### src/rtl/can_multiframe_reply_aggregator_core_defines.svh
// ----------------------------------------------------------------------------
// can_multiframe_reply_aggregator_core_defines
// Assertion macros for the CAN reply aggregator.
// ----------------------------------------------------------------------------
`ifndef CAN_MULTIFRAME_REPLY_AGGREGATOR_CORE_DEFINES_SVH
`define CAN_MULTIFRAME_REPLY_AGGREGATOR_CORE_DEFINES_SVH
`ifndef SYNTH
`define CMRA_ASSERT(label, clk, rst, prop, msg) \
  label: assert property (@(posedge clk) disable iff (rst) prop) else $error(msg);
`define CMRA_ASSERT_NORST(label, clk, prop, msg) \
  label: assert property (@(posedge clk) prop) else $error(msg);
`else
`define CMRA_ASSERT(label, clk, rst, prop, msg)
`define CMRA_ASSERT_NORST(label, clk, prop, msg)
`endif
`endif

### src/rtl/cmra_pkg.sv
// ----------------------------------------------------------------------------
// cmra_pkg
// Shared types and constants of the CAN reply aggregator.
// ----------------------------------------------------------------------------
package cmra_pkg;
  localparam int unsigned MaxMessageBytes = 256;
  localparam logic [28:0] ReplyIdReset = 29'd1979;
  localparam logic [7:0] SeqFirst = 8'h10;
  localparam logic [7:0] SeqContBase = 8'h20;
  localparam logic [3:0] SeqMask = 4'hf;
  localparam logic [3:0] FrameBytes = 4'd8;
  localparam int unsigned QueueDepth = 2;

  typedef struct packed {
    logic [28:0] frame_id;
    logic [3:0]  frame_len;
    logic [63:0] frame_data;
  } frame_t;

  typedef struct packed {
    logic        is_assembled;
    logic [28:0] out_id;
    logic [3:0]  chunk_len;
    logic [63:0] chunk_data;
    logic [7:0]  message_len;
    logic        last_chunk;
  } result_t;

  // classified request from front to back
  typedef struct packed {
    logic        pass;
    logic [28:0] id;
    logic [3:0]  start;
    logic [3:0]  len;
    logic [63:0] data;
  } req_t;
endpackage

### src/rtl/cmra_if.sv
// ----------------------------------------------------------------------------
// cmra_frame_if / cmra_result_if / cmra_cfg_if
// Valid/ready channels of the CAN reply aggregator.
// ----------------------------------------------------------------------------
interface cmra_frame_if;
  logic            valid;
  logic            ready;
  logic [28:0]     frame_id;
  logic [3:0]      frame_len;
  logic [63:0]     frame_data;
  modport source (output valid, frame_id, frame_len, frame_data, input ready);
  modport sink (input valid, frame_id, frame_len, frame_data, output ready);
endinterface

interface cmra_result_if;
  logic        valid;
  logic        ready;
  logic        is_assembled;
  logic [28:0] out_id;
  logic [3:0]  chunk_len;
  logic [63:0] chunk_data;
  logic [7:0]  message_len;
  logic        last_chunk;
  modport source (output valid, is_assembled, out_id, chunk_len, chunk_data, message_len,
                  last_chunk, input ready);
  modport sink (input valid, is_assembled, out_id, chunk_len, chunk_data, message_len,
                last_chunk, output ready);
endinterface

interface cmra_cfg_if;
  logic        valid;
  logic        ready;
  logic [28:0] data;
  modport source (output valid, data, input ready);
  modport sink (input valid, data, output ready);
endinterface

### src/rtl/cmra_front.sv
// ----------------------------------------------------------------------------
// cmra_front
// Clamps length, checks id and sequence, tracks message header state.
// ----------------------------------------------------------------------------
module cmra_front #(
  parameter int unsigned MAX_MESSAGE_BYTES = cmra_pkg::MaxMessageBytes
) (
  input  logic                 clk,
  input  logic                 rst,
  input  logic [28:0]          reply_id,
  input  logic                 in_valid,
  output logic                 in_ready,
  input  cmra_pkg::frame_t     frame,
  output logic                 req_valid,
  input  logic                 req_ready,
  output cmra_pkg::req_t       req
);
  logic [7:0] expected_sequence, expected_sequence_next;
  logic       active, active_next;
  logic [7:0] declared_length, declared_length_next;
  logic [8:0] collected, collected_next;
  logic [3:0] len;
  logic [7:0] b0;
  logic [3:0] start;
  logic [7:0] decl;
  logic [8:0] base, sum, lim;
  logic       fire;

  assign len = (frame.frame_len > cmra_pkg::FrameBytes) ? cmra_pkg::FrameBytes
                                                        : frame.frame_len;
  assign b0 = frame.frame_data[7:0];
  assign in_ready = req_ready;
  assign fire = in_valid && req_ready;

  assign start = active ? 4'd1 : 4'd2;
  assign decl = active ? declared_length : frame.frame_data[15:8];
  assign base = active ? collected : 9'd0;
  assign lim = ({1'b0, decl} < 9'(MAX_MESSAGE_BYTES)) ? {1'b0, decl}
                                                      : 9'(MAX_MESSAGE_BYTES);
  assign sum = base + {5'd0, len - start};

  always_comb begin
    req = '0;
    req_valid = 1'b0;
    expected_sequence_next = expected_sequence;
    active_next = active;
    declared_length_next = declared_length;
    collected_next = collected;
    req.id = frame.frame_id;
    req.len = len;
    req.data = frame.frame_data;
    priority if (frame.frame_id != reply_id) begin
      req.pass = 1'b1;
      req_valid = in_valid;
    end else if (len == 4'd0 || b0 != expected_sequence || (!active && len < 4'd2)) begin
      expected_sequence_next = cmra_pkg::SeqFirst;
      active_next = 1'b0;
      declared_length_next = '0;
      collected_next = '0;
    end else begin
      req_valid = in_valid;
      req.start = start;
      if (sum >= lim) begin
        expected_sequence_next = cmra_pkg::SeqFirst;
        active_next = 1'b0;
        declared_length_next = '0;
        collected_next = '0;
      end else begin
        active_next = 1'b1;
        declared_length_next = decl;
        collected_next = sum;
        expected_sequence_next = cmra_pkg::SeqContBase
                                 | {4'd0, (expected_sequence[3:0] + 4'd1) & cmra_pkg::SeqMask};
      end
    end
  end

  always_ff @(posedge clk) begin
    if (rst) begin
      expected_sequence <= cmra_pkg::SeqFirst;
      active <= 1'b0;
      declared_length <= '0;
      collected <= '0;
    end else if (fire) begin
      expected_sequence <= expected_sequence_next;
      active <= active_next;
      declared_length <= declared_length_next;
      collected <= collected_next;
    end
  end
endmodule

### src/rtl/cmra_back.sv
// ----------------------------------------------------------------------------
// cmra_back
// Stores payload bytes in the buffer and emits results.
// ----------------------------------------------------------------------------
module cmra_back #(
  parameter int unsigned MAX_MESSAGE_BYTES = cmra_pkg::MaxMessageBytes
) (
  input  logic                clk,
  input  logic                rst,
  input  logic [28:0]         reply_id,
  input  logic                req_valid,
  output logic                req_ready,
  input  cmra_pkg::req_t      req,
  output logic                out_valid,
  input  logic                out_ready,
  output cmra_pkg::result_t   out
);
  localparam int unsigned AW = $clog2(MAX_MESSAGE_BYTES);
  localparam int unsigned CW = AW + 1;

  typedef enum logic [3:0] {
    S_IDLE = 4'b0001, S_WRITE = 4'b0010, S_READ = 4'b0100, S_EMIT = 4'b1000
  } state_t;

  state_t      state;
  logic [7:0]  mem [MAX_MESSAGE_BYTES];
  logic [7:0]  rd_data;
  cmra_pkg::req_t cur;
  logic [3:0]  idx;
  logic [7:0]  declared_length;
  logic [CW-1:0] collected, lim, rd_ptr;
  logic [3:0]  chunk_cnt;
  logic [63:0] chunk_acc;
  logic        rd_pend;
  logic [7:0]  cur_byte;

  assign lim = ({1'b0, declared_length} < CW'(MAX_MESSAGE_BYTES))
               ? CW'(declared_length) : CW'(MAX_MESSAGE_BYTES);
  assign req_ready = (state == S_IDLE) && !out_valid;
  assign cur_byte = cur.data[{idx[2:0], 3'b000} +: 8];

  always_ff @(posedge clk) begin
    if (state == S_WRITE && idx < cur.len && collected < lim)
      mem[collected[AW-1:0]] <= cur_byte;
    rd_data <= mem[rd_ptr[AW-1:0]];
  end

  always_ff @(posedge clk) begin
    if (rst) begin
      state <= S_IDLE;
      out_valid <= 1'b0;
      collected <= '0;
      declared_length <= '0;
    end else begin
      if (out_valid && out_ready) out_valid <= 1'b0;
      unique case (state)
        S_IDLE: begin
          if (req_valid && req_ready) begin
            cur <= req;
            idx <= req.start;
            if (req.pass) begin
              out_valid <= 1'b1;
              out.is_assembled <= 1'b0;
              out.out_id <= req.id;
              out.chunk_len <= req.len;
              for (int b = 0; b < 8; b++)
                out.chunk_data[b*8 +: 8] <= (4'(b) < req.len) ? req.data[b*8 +: 8] : 8'd0;
              out.message_len <= {4'd0, req.len};
              out.last_chunk <= 1'b1;
            end else begin
              if (req.start == 4'd2) begin
                declared_length <= req.data[15:8];
                collected <= '0;
              end
              state <= S_WRITE;
            end
          end
        end
        S_WRITE: begin
          if (idx < cur.len) begin
            if (collected < lim) collected <= collected + CW'(1);
            idx <= idx + 4'd1;
          end else if (collected >= lim) begin
            rd_ptr <= '0;
            chunk_cnt <= '0;
            chunk_acc <= '0;
            rd_pend <= 1'b0;
            if (collected == '0) begin
              out_valid <= 1'b1;
              out.is_assembled <= 1'b1;
              out.out_id <= reply_id;
              out.chunk_len <= '0;
              out.chunk_data <= '0;
              out.message_len <= declared_length;
              out.last_chunk <= 1'b1;
              collected <= '0;
              state <= S_EMIT;
            end else begin
              state <= S_READ;
            end
          end else begin
            state <= S_IDLE;
          end
        end
        S_READ: begin
          if (!out_valid || out_ready) begin
            if (rd_pend) begin
              rd_pend <= 1'b0;
              if (chunk_cnt == 4'd7 || rd_ptr == collected) begin
                out_valid <= 1'b1;
                out.is_assembled <= 1'b1;
                out.out_id <= reply_id;
                out.chunk_len <= chunk_cnt + 4'd1;
                out.chunk_data <= chunk_acc | ({56'd0, rd_data} << {chunk_cnt[2:0], 3'b000});
                out.message_len <= declared_length;
                out.last_chunk <= (rd_ptr == collected);
                chunk_cnt <= '0;
                chunk_acc <= '0;
                if (rd_ptr == collected) begin
                  collected <= '0;
                  state <= S_EMIT;
                end
              end else begin
                chunk_acc[{chunk_cnt[2:0], 3'b000} +: 8] <= rd_data;
                chunk_cnt <= chunk_cnt + 4'd1;
              end
            end else begin
              rd_ptr <= rd_ptr + CW'(1);
              rd_pend <= 1'b1;
            end
          end
        end
        S_EMIT: begin
          if (!out_valid || out_ready) state <= S_IDLE;
        end
        default: state <= S_IDLE;
      endcase
    end
  end
endmodule

### src/rtl/cmra_queue.sv
// ----------------------------------------------------------------------------
// cmra_queue
// Two-entry request queue between front and back.
// ----------------------------------------------------------------------------
module cmra_queue (
  input  logic           clk,
  input  logic           rst,
  input  logic           in_valid,
  output logic           in_ready,
  input  cmra_pkg::req_t in_req,
  output logic           out_valid,
  input  logic           out_ready,
  output cmra_pkg::req_t out_req
);
  cmra_pkg::req_t q [cmra_pkg::QueueDepth];
  logic [1:0] count;
  logic       push, pop;

  assign in_ready = count < 2'(cmra_pkg::QueueDepth);
  assign out_valid = count != 2'd0;
  assign out_req = q[0];
  assign push = in_valid && in_ready;
  assign pop = out_valid && out_ready;

  always_ff @(posedge clk) begin
    if (rst) count <= '0;
    else count <= count + {1'b0, push} - {1'b0, pop};
    if (pop) q[0] <= push ? in_req : q[1];
    else if (push) q[count[0]] <= in_req;
  end
endmodule

### src/rtl/can_multiframe_reply_aggregator_core.sv
// A passthrough result is registered in the queue, then in the back; message bytes are
// written one per cycle, then read out of the registered buffer one byte at a time, held
// while a result waits, up to 8 bytes to a chunk. The back takes a new request only when
// idle with no result pending: the last one's bytes written, a completed message read out.
// Reset: synchronous; reply_id 1979, expected sequence 0x10, no message active.
// ----------------------------------------------------------------------------
// can_multiframe_reply_aggregator_core
// CAN multi-frame reply reassembly with passthrough of other identifiers.
// ----------------------------------------------------------------------------
`include "can_multiframe_reply_aggregator_core_defines.svh"
module can_multiframe_reply_aggregator_core #(
  parameter int unsigned MAX_MESSAGE_BYTES = cmra_pkg::MaxMessageBytes
) (
  input logic clk,
  input logic rst,
  cmra_frame_if.sink    frame,
  cmra_result_if.source result,
  cmra_cfg_if.sink      cfg
);
  logic [28:0] reply_id;
  cmra_pkg::frame_t f;
  cmra_pkg::req_t fq, qb;
  logic fq_valid, fq_ready, qb_valid, qb_ready;
  cmra_pkg::result_t r;

  assign cfg.ready = 1'b1;
  always_ff @(posedge clk) begin
    if (rst) reply_id <= cmra_pkg::ReplyIdReset;
    else if (cfg.valid) reply_id <= cfg.data;
  end

  assign f = '{frame_id: frame.frame_id, frame_len: frame.frame_len,
               frame_data: frame.frame_data};

  cmra_front #(.MAX_MESSAGE_BYTES(MAX_MESSAGE_BYTES)) u_front (.clk, .rst, .reply_id,
    .in_valid(frame.valid), .in_ready(frame.ready),
    .frame(f), .req_valid(fq_valid), .req_ready(fq_ready), .req(fq));
  cmra_queue u_queue (.clk, .rst, .in_valid(fq_valid), .in_ready(fq_ready), .in_req(fq),
    .out_valid(qb_valid), .out_ready(qb_ready), .out_req(qb));
  cmra_back #(.MAX_MESSAGE_BYTES(MAX_MESSAGE_BYTES)) u_back (.clk, .rst, .reply_id,
    .req_valid(qb_valid), .req_ready(qb_ready), .req(qb),
    .out_valid(result.valid), .out_ready(result.ready), .out(r));

  assign result.is_assembled = r.is_assembled;
  assign result.out_id = r.out_id;
  assign result.chunk_len = r.chunk_len;
  assign result.chunk_data = r.chunk_data;
  assign result.message_len = r.message_len;
  assign result.last_chunk = r.last_chunk;

  `CMRA_ASSERT(a_len_max, clk, rst, result.valid |-> result.chunk_len <= 4'd8, "chunk_len over 8")
  `CMRA_ASSERT(a_pass_last, clk, rst,
    (result.valid && !result.is_assembled) |-> result.last_chunk, "pass not last")
  `CMRA_ASSERT_NORST(a_rst_idle, clk, ($past(rst) && !rst) |-> !result.valid, "valid after reset")
endmodule
### src/flat_wrapper.sv
// flat-port wrapper written by rule: the top's interface ports become plain ports
module can_multiframe_reply_aggregator_core_flat 
#(
  parameter int unsigned MAX_MESSAGE_BYTES = cmra_pkg::MaxMessageBytes
)
  (clk, rst, frame_valid, frame_frame_id, frame_frame_len, frame_frame_data, frame_ready, result_valid, result_is_assembled, result_out_id, result_chunk_len, result_chunk_data, result_message_len, result_last_chunk, result_ready, cfg_valid, cfg_data, cfg_ready);
  cmra_frame_if frame_i ();
  cmra_result_if result_i ();
  cmra_cfg_if cfg_i ();
  input logic clk;
  input logic rst;
  input wire logic [$bits(frame_i.valid)-1:0] frame_valid;
  input wire logic [$bits(frame_i.frame_id)-1:0] frame_frame_id;
  input wire logic [$bits(frame_i.frame_len)-1:0] frame_frame_len;
  input wire logic [$bits(frame_i.frame_data)-1:0] frame_frame_data;
  output wire logic [$bits(frame_i.ready)-1:0] frame_ready;
  output wire logic [$bits(result_i.valid)-1:0] result_valid;
  output wire logic [$bits(result_i.is_assembled)-1:0] result_is_assembled;
  output wire logic [$bits(result_i.out_id)-1:0] result_out_id;
  output wire logic [$bits(result_i.chunk_len)-1:0] result_chunk_len;
  output wire logic [$bits(result_i.chunk_data)-1:0] result_chunk_data;
  output wire logic [$bits(result_i.message_len)-1:0] result_message_len;
  output wire logic [$bits(result_i.last_chunk)-1:0] result_last_chunk;
  input wire logic [$bits(result_i.ready)-1:0] result_ready;
  input wire logic [$bits(cfg_i.valid)-1:0] cfg_valid;
  input wire logic [$bits(cfg_i.data)-1:0] cfg_data;
  output wire logic [$bits(cfg_i.ready)-1:0] cfg_ready;
  assign frame_i.valid = frame_valid;
  assign frame_i.frame_id = frame_frame_id;
  assign frame_i.frame_len = frame_frame_len;
  assign frame_i.frame_data = frame_frame_data;
  assign frame_ready = frame_i.ready;
  assign result_valid = result_i.valid;
  assign result_is_assembled = result_i.is_assembled;
  assign result_out_id = result_i.out_id;
  assign result_chunk_len = result_i.chunk_len;
  assign result_chunk_data = result_i.chunk_data;
  assign result_message_len = result_i.message_len;
  assign result_last_chunk = result_i.last_chunk;
  assign result_i.ready = result_ready;
  assign cfg_i.valid = cfg_valid;
  assign cfg_i.data = cfg_data;
  assign cfg_ready = cfg_i.ready;
  can_multiframe_reply_aggregator_core #(.MAX_MESSAGE_BYTES(MAX_MESSAGE_BYTES)) u_core (.clk(clk), .rst(rst), .frame(frame_i), .result(result_i), .cfg(cfg_i));
endmodule
### config.mk
export PLATFORM = sky130hd
export DESIGN_NAME = can_multiframe_reply_aggregator_core_flat
export DESIGN_NICKNAME = d
export VERILOG_FILES = /design/src/rtl/cmra_pkg.sv /design/src/rtl/cmra_if.sv /design/src/rtl/cmra_front.sv /design/src/rtl/cmra_back.sv /design/src/rtl/cmra_queue.sv /design/src/rtl/can_multiframe_reply_aggregator_core.sv /design/src/flat_wrapper.sv
export VERILOG_INCLUDE_DIRS = /design/src /design/src/rtl
export SDC_FILE = /design/constraint.sdc
export NUM_CORES = 2
export LEC_CHECK = 0
export BUFFER_PORTS_ARGS = -buffer_cell sky130_fd_sc_hd__buf_2
export CAP_MARGIN = 10
export CORE_MARGIN = 5
export CORE_UTILIZATION = 30
export CTS_BUF_LIST = sky130_fd_sc_hd__clkbuf_4 sky130_fd_sc_hd__clkbuf_8
export DETAILED_ROUTE_END_ITERATION = 8
export PLACE_DENSITY_LB_ADDON = 0.1
export RECOVER_POWER = 50
export SLEW_MARGIN = 20
export SYNTH_ARGS = -nofsm -noshare
export SYNTH_HDL_FRONTEND = slang
export SYNTH_SLANG_ARGS = --single-unit
### constraint.sdc
create_clock -name clk -period 9.87 [get_ports clk]
set_input_delay 0.4935 -clock clk [delete_from_list [all_inputs] [get_ports clk]]
set_output_delay 0.4935 -clock clk [all_outputs]
set_load 0.02 [all_outputs]
[Word-level counts from Yosys, hierarchy flattened]
Memories as Yosys holds them, arrays and structs flattened. A register that Yosys moved wholly into a read port is not among the register bits.
Cells that the tools add are included.
Cells by class
  $lt $le $gt $ge: 15
  equality and inequality tests: 26
  bitwise logic cells: 4
  add/sub/neg operators: 10
  reduce and logical (&&, ||, !) cells: 31
  shift operators: 4
  multiplexer cells: 104
Operator list (number)
  $mux 107: 8
  $pmux 107 s3: 1
  $mux 64: 5
  $mux 102: 2
  $mux 9: 18
  $pmux 64 s2: 1
  $reduce_or 102->1: 1
  $mux 8: 11
  $mux 4: 19
  $bwmux 64: 1
  $or 64x64->64: 1
  $shift 8x8->64 const A: 1
  $shiftx 64x7->8: 1
  $shiftx 8x8->64: 1
  $shl 8x6->64: 1
  $ne 29x29->1: 1
  $mux 1: 27
  $pmux 9 s3: 1
  $add 9x1->9 const B: 2
  $ge 9x8->1: 2
  $ne 2x2->1 const B: 9
  $pmux 9 s2: 1
  $lt 3x4->1 const A: 4
  $pmux 4 s2: 2
  43 further kinds: 73
Word-level totals
  bits in writable memories: 2252
  memories kept: 2
  register bits after elaboration: 336
  logic and storage cells: 219
  input bits: 131
Memories
  u_core.u_back.mem: words 256, width 8, rd ports 1, clocked after memory_dff 1, wr ports 1, line cmra_back.sv:26  | logic [7:0] mem [MAX_MESSAGE_BYTES];
  u_core.u_queue.q: words 2, width 102, rd ports 2, clocked after memory_dff 0, wr ports 1, line cmra_queue.sv:15  | cmra_pkg::req_t q [cmra_pkg::QueueDepth];

[Longest topological paths before layout]
  depth in word-level cells: 13
  depth in mapped cells: 18
  mapped depth without buffers: 17

[Cells and area by module]
Synthesis repeated with hierarchy kept, for this count alone.
Unflattened totals
  cells, all modules: 5501
  area total of the unflattened synthesis: 103982.2 µm²
Modules (own cells, without submodules)
  cmra_back: area each 92418.6 µm², sequential area each 69817.0 µm², cells each 4728, times used 1
  cmra_queue: area each 7763.7 µm², sequential area each 6165.9 µm², cells each 334, times used 1
  cmra_front: area each 2733.9 µm², sequential area each 460.4 µm², cells each 343, times used 1
  can_multiframe_reply_aggregator_core: area each 1066.0 µm², sequential area each 580.6 µm², cells each 96, times used 1

[Least setup slack after synthesis]
Ideal clock, no wire load.
  path type: flip-flop to flip-flop
  from: register u_core.u_back.rd_ptr[0]
  to: register, netlist name u_core.u_back.out[0]
  cell stages (with the launch flop): 10
  library setup time: 0.704 ns
  arrival: 9.139 ns
  setup slack: 0.027 ns
  cells stage by stage: edfxtp_1 > buf_4 > xnor2_1 > nand4_1 > o31ai_1 > or2_2 > clkbuf_1 > clkbuf_1 > nand4_1 > nor3_1
On the way
  word-level cells in the longest chain between the ends: 4
Ends and longest elaborated chain
  from (decl): line cmra_back.sv:31  | logic [CW-1:0] collected, lim, rd_ptr;
  from (signal assigned): line cmra_back.sv:128  | rd_ptr <= rd_ptr + CW'(1);
  $eq 9x9->1: line cmra_back.sv:109  | if (chunk_cnt == 4'd7 || rd_ptr == collected) begin
  $logic_or 1x1->1: line cmra_back.sv:109
  $ne 2x2->1 (no line)
  $reduce_and 10->1 (no line)
Every way passes these cells.
A chain may end at the register's enable or synchronous reset.

[Final worst setup path]
  from: register u_core.u_back.idx[1]
  to: memory u_core.u_back.mem[207][4], enable pin
On the way
  word-level cells in the longest chain between the ends: 5
Ends and longest elaborated chain
  from (decl): line cmra_back.sv:29  | logic [3:0] idx;
  from (signal assigned): line cmra_back.sv:60  | idx <= req.start;
  from (signal assigned): line cmra_back.sv:82  | idx <= idx + 4'd1;
  $lt 4x4->1: line cmra_back.sv:43  | if (state == S_WRITE && idx < cur.len && collected < lim)
  $logic_and 1x1->1 (2 in series): line cmra_back.sv:43
  $mux 1: line cmra_back.sv:43
  $mux 1 (implied by the code): line cmra_back.sv:44  | mem[collected[AW-1:0]] <= cur_byte;
  to (decl): line cmra_back.sv:26
Every way passes these cells.

==> flow_summary_export.csv <==
group,metric,value,unit
status,status,"complete, but fails checks",
status,violations,"capacitance limit, slew limit",
timing,clock_skew,70.7,ps
timing,fin_crit_sh,0.788,
die,initial_core_util,0.302,
layout,final_common_cell,"edfxtp_1",
synthesis,synth-edff-count,2509,
timing,max_freq,0.129,GHz
job,drv_cap,27,
cts,ctsRootBufferMaster,"clkbuf_8",
synthesis,syn_area,103000,um2
die,die_x,595,um
global_routing,first_global_vias,57000,
worst_setup_path,worstPathRequired,10560,ps
place,dpl_cell_area,109000,um2
synthesis,synth_top_area_cell,"edfxtp_1",
global_routing,grt_max_degree,160,
die,ioPinCount,241,
synthesis,ys_warn_count,0,
cts,post-cts-setup-buffer-count,0,
synthesis,yosysSeqAreaShare,0.751,
drt,drc,0,
layout,nets,6325,
die,core,340000,um2
worst_setup_path,crit_arrival,8460,ps
cts,cts_made_buffers,449,
place,dp_cells,10100,
timing,fin_crit,7780,ps
place,portBuffers,239,
synthesis,synth.top_cells.by_area,"edfxtp_1 73%, mux4_2 10%, mux2i_1 2.4%",
timing,finalHoldViolations,0,
drt,drt-total-wl,337,mm
drt,dr.pass1.iters,5,
timing,maxSlewViolCount,1397,
global_routing,grt_pass1_wl,466,mm
cts,clock_sinks,2593,
pwr,finalPower,28.6,mW
drt,ant_nets,0,
worst_setup_path,cpMaxStageDelayCell,"clkbuf_1",
layout,syn_to_final_growth,16.3,%
timing,fin_setup_tns,0,ps
synthesis,synth_ff_type,"edfxtp_1",
worst_setup_path,worst-setup-path-type,"reg2reg",
timing,rsz0062_at_grt,"false",
worst_setup_path,endpoint_kind,"flop",
timing,setup_viol,0,
timing,setup_ws,2090,ps
hold_path,hp-class,"in2reg",
timing,tightest_slew,5080,ps
layout,fin_cells,11000,
layout,finalInstanceArea,119000,um2
cts,clock_latency,1100,ps
synthesis,avgSynthCellArea,18.6,um2
die,num_rows,214,
layout,nFillCells,32200,
worst_setup_path,worstPathCellList,"clkbuf_1, ha_1, a211o_1, a211o_1, a2111oi_0, clkbuf_1, nand4_1, nor2_1",
cts,path_clk_slew,60,ps
place,post-dp-hpwl,203,mm
place,place_ws,4190,ps
global_routing,grt_overflow,0,
synthesis,synth_cells,5502,
layout,mostFrequentLayoutCells,"2509 x edfxtp_1, 473 x clkbuf_8, 465 x mux4_2",
synthesis,synthArstFlopShare,0,
cts,htreeDepth,5,
synthesis,ys_ff_latch,2593,
die,die_h,595,um
cts,cts_tree,"built",
worst_setup_path,worstPathMaxFanout,25,
synthesis,synth_nets,5674,
pwr,ir_drop,0.234,mV
die,die_area,354000,um2
layout,drive_gt1_frac,0.236,
cts,clk_path_buf_depth,4,
synthesis,synth_cell_types,80,
worst_setup_path,max_stage_delay,1830,ps
global_routing,grt_use_total,0.185,
worst_setup_path,worstSetupStartpointType,"flop",
synthesis,yosysTopAreaCellShare,0.735,
pwr,power_density,240,nW/um2
drt,vias,55500,
drt,wl_per_cell,30.6,um
drt,avgViaCountPerCell,5.03,
pwr,p_leak,37.3,nW
timing,slew_headroom,-2.38,
drt,dr.first_iter.drc_count,4854,
place,place_congestion,0.784,
global_routing,antenna_found_initial,26,
cell families (layout without fill, tap and decap cells):
kind of cell    count (synthesis)  count (layout)  share of synthesized area
other cells                     1               7                  0.0000366
compound gates                645             645                     0.0417
buf+inv                       358            1347                     0.0163
xor+xnor                       65              65                    0.00555
flops                        2593            2593                      0.751
fa+ha+maj                      41              41                    0.00515
simple gates                  979             979                     0.0421
mux                           820             820                      0.138
synth_stat cells (39+ instances only):
library cell / n
a21oi_1: 194
o21ai_0: 112
edfxtp_1: 2509
ha_1: 39
buf_4: 46
dfxtp_1: 84
mux2_2: 106
xnor2_1: 52
nand2_1: 350
nor2_1: 410
mux4_2: 465
a221oi_1: 45
a22oi_1: 67
mux2i_1: 249
clkbuf_1: 160
nand3_1: 49
buf_2: 66
sequential cells by signal, indices dropped and copies added (netlist names), 4 cells and up:
name and cells:
u_core.u_front.declared_length 8, u_core.reply_id 29, u_core.u_back.idx 4, u_core.u_back.out 107
u_core.u_back.chunk_cnt 4, u_core.u_back.collected 9, u_core.u_back.rd_data 8, u_core.u_back.declared_length 8
u_core.u_front.expected_sequence 5, u_core.u_back.chunk_acc 64, u_core.u_front.collected 9, u_core.u_back.state 4
u_core.u_back.rd_ptr 9, u_core.u_back.cur 68, u_core.u_back.mem 2048, u_core.u_queue.q 204
metrics by stage:
stage / hold slack (ps) / util
finish: 171 / 0.351
floorplan: 425 / -
detailed placement: 444 / 0.322
global placement: 438 / 0.322
CTS: 13.6 / 0.352
global route: 98.8 / 0.351
final timing paths:
path                           startpoint                   endpoint  slack (ps)  depth (start not counted)
setup / recovery     u_core.u_back.idx[1]  u_core.u_back.mem[207][4]        2090                          8
hold / removal         frame_frame_len[1]    u_core.u_queue.q[0][65]         170                          3
setup reg to reg     u_core.u_back.idx[1]  u_core.u_back.mem[207][4]        2090                          8
hold reg to reg   u_core.u_queue.q[0][53]      u_core.u_back.cur[53]         440                          0
routing by layer:
metal / vias up / part of all wire / GRT usage
met5: - / 0 / 0
met1: 29500 / 0.45 / 0.260
met4: 0 / 0.024 / 0.0462
met2: 1922 / 0.47 / 0.298
met3: 481 / 0.058 / 0.0326
li1: 23600 / - / -
what timing repair did:
action	in CTS	in global routing
hold endpoints to repair	235	0
resized for setup	0	0
hold buffers	148	0
setup endpoints to repair	0	0
area by class of cell:
type,count,area (um2),area share
multi-input cells,2551,24100,0.202
well taps,4536,5680,0.0476
diodes,6,15.0,0.000126
inverters,40,151,0.00127
clock buffers,607,7520,0.0630
clock inverters,182,1140,0.00953
repair buffers,518,3630,0.0304
flip-flops and latches,2593,77000,0.646
critical path: cells and delay by family (launching register included):
| family | cells | cell delay [ps] |
|---|---|---|
| AO/OA/AOI/OAI | 3 | 1110 |
| adder cells (fa/ha/maj) | 1 | 440 |
| buffers and inverters | 2 | 3040 |
| flip-flops | 1 | 320 |
| AND/OR/NAND/NOR | 2 | 2410 |
power breakdown:
part	leakage [nW]	switching (mW)	internal [mW]
Combinational	9.20	3.18	0.623
Clock	4.56	4.51	5.17
Sequential	23.5	0.361	14.7
(Power assumes the default switching activity.)
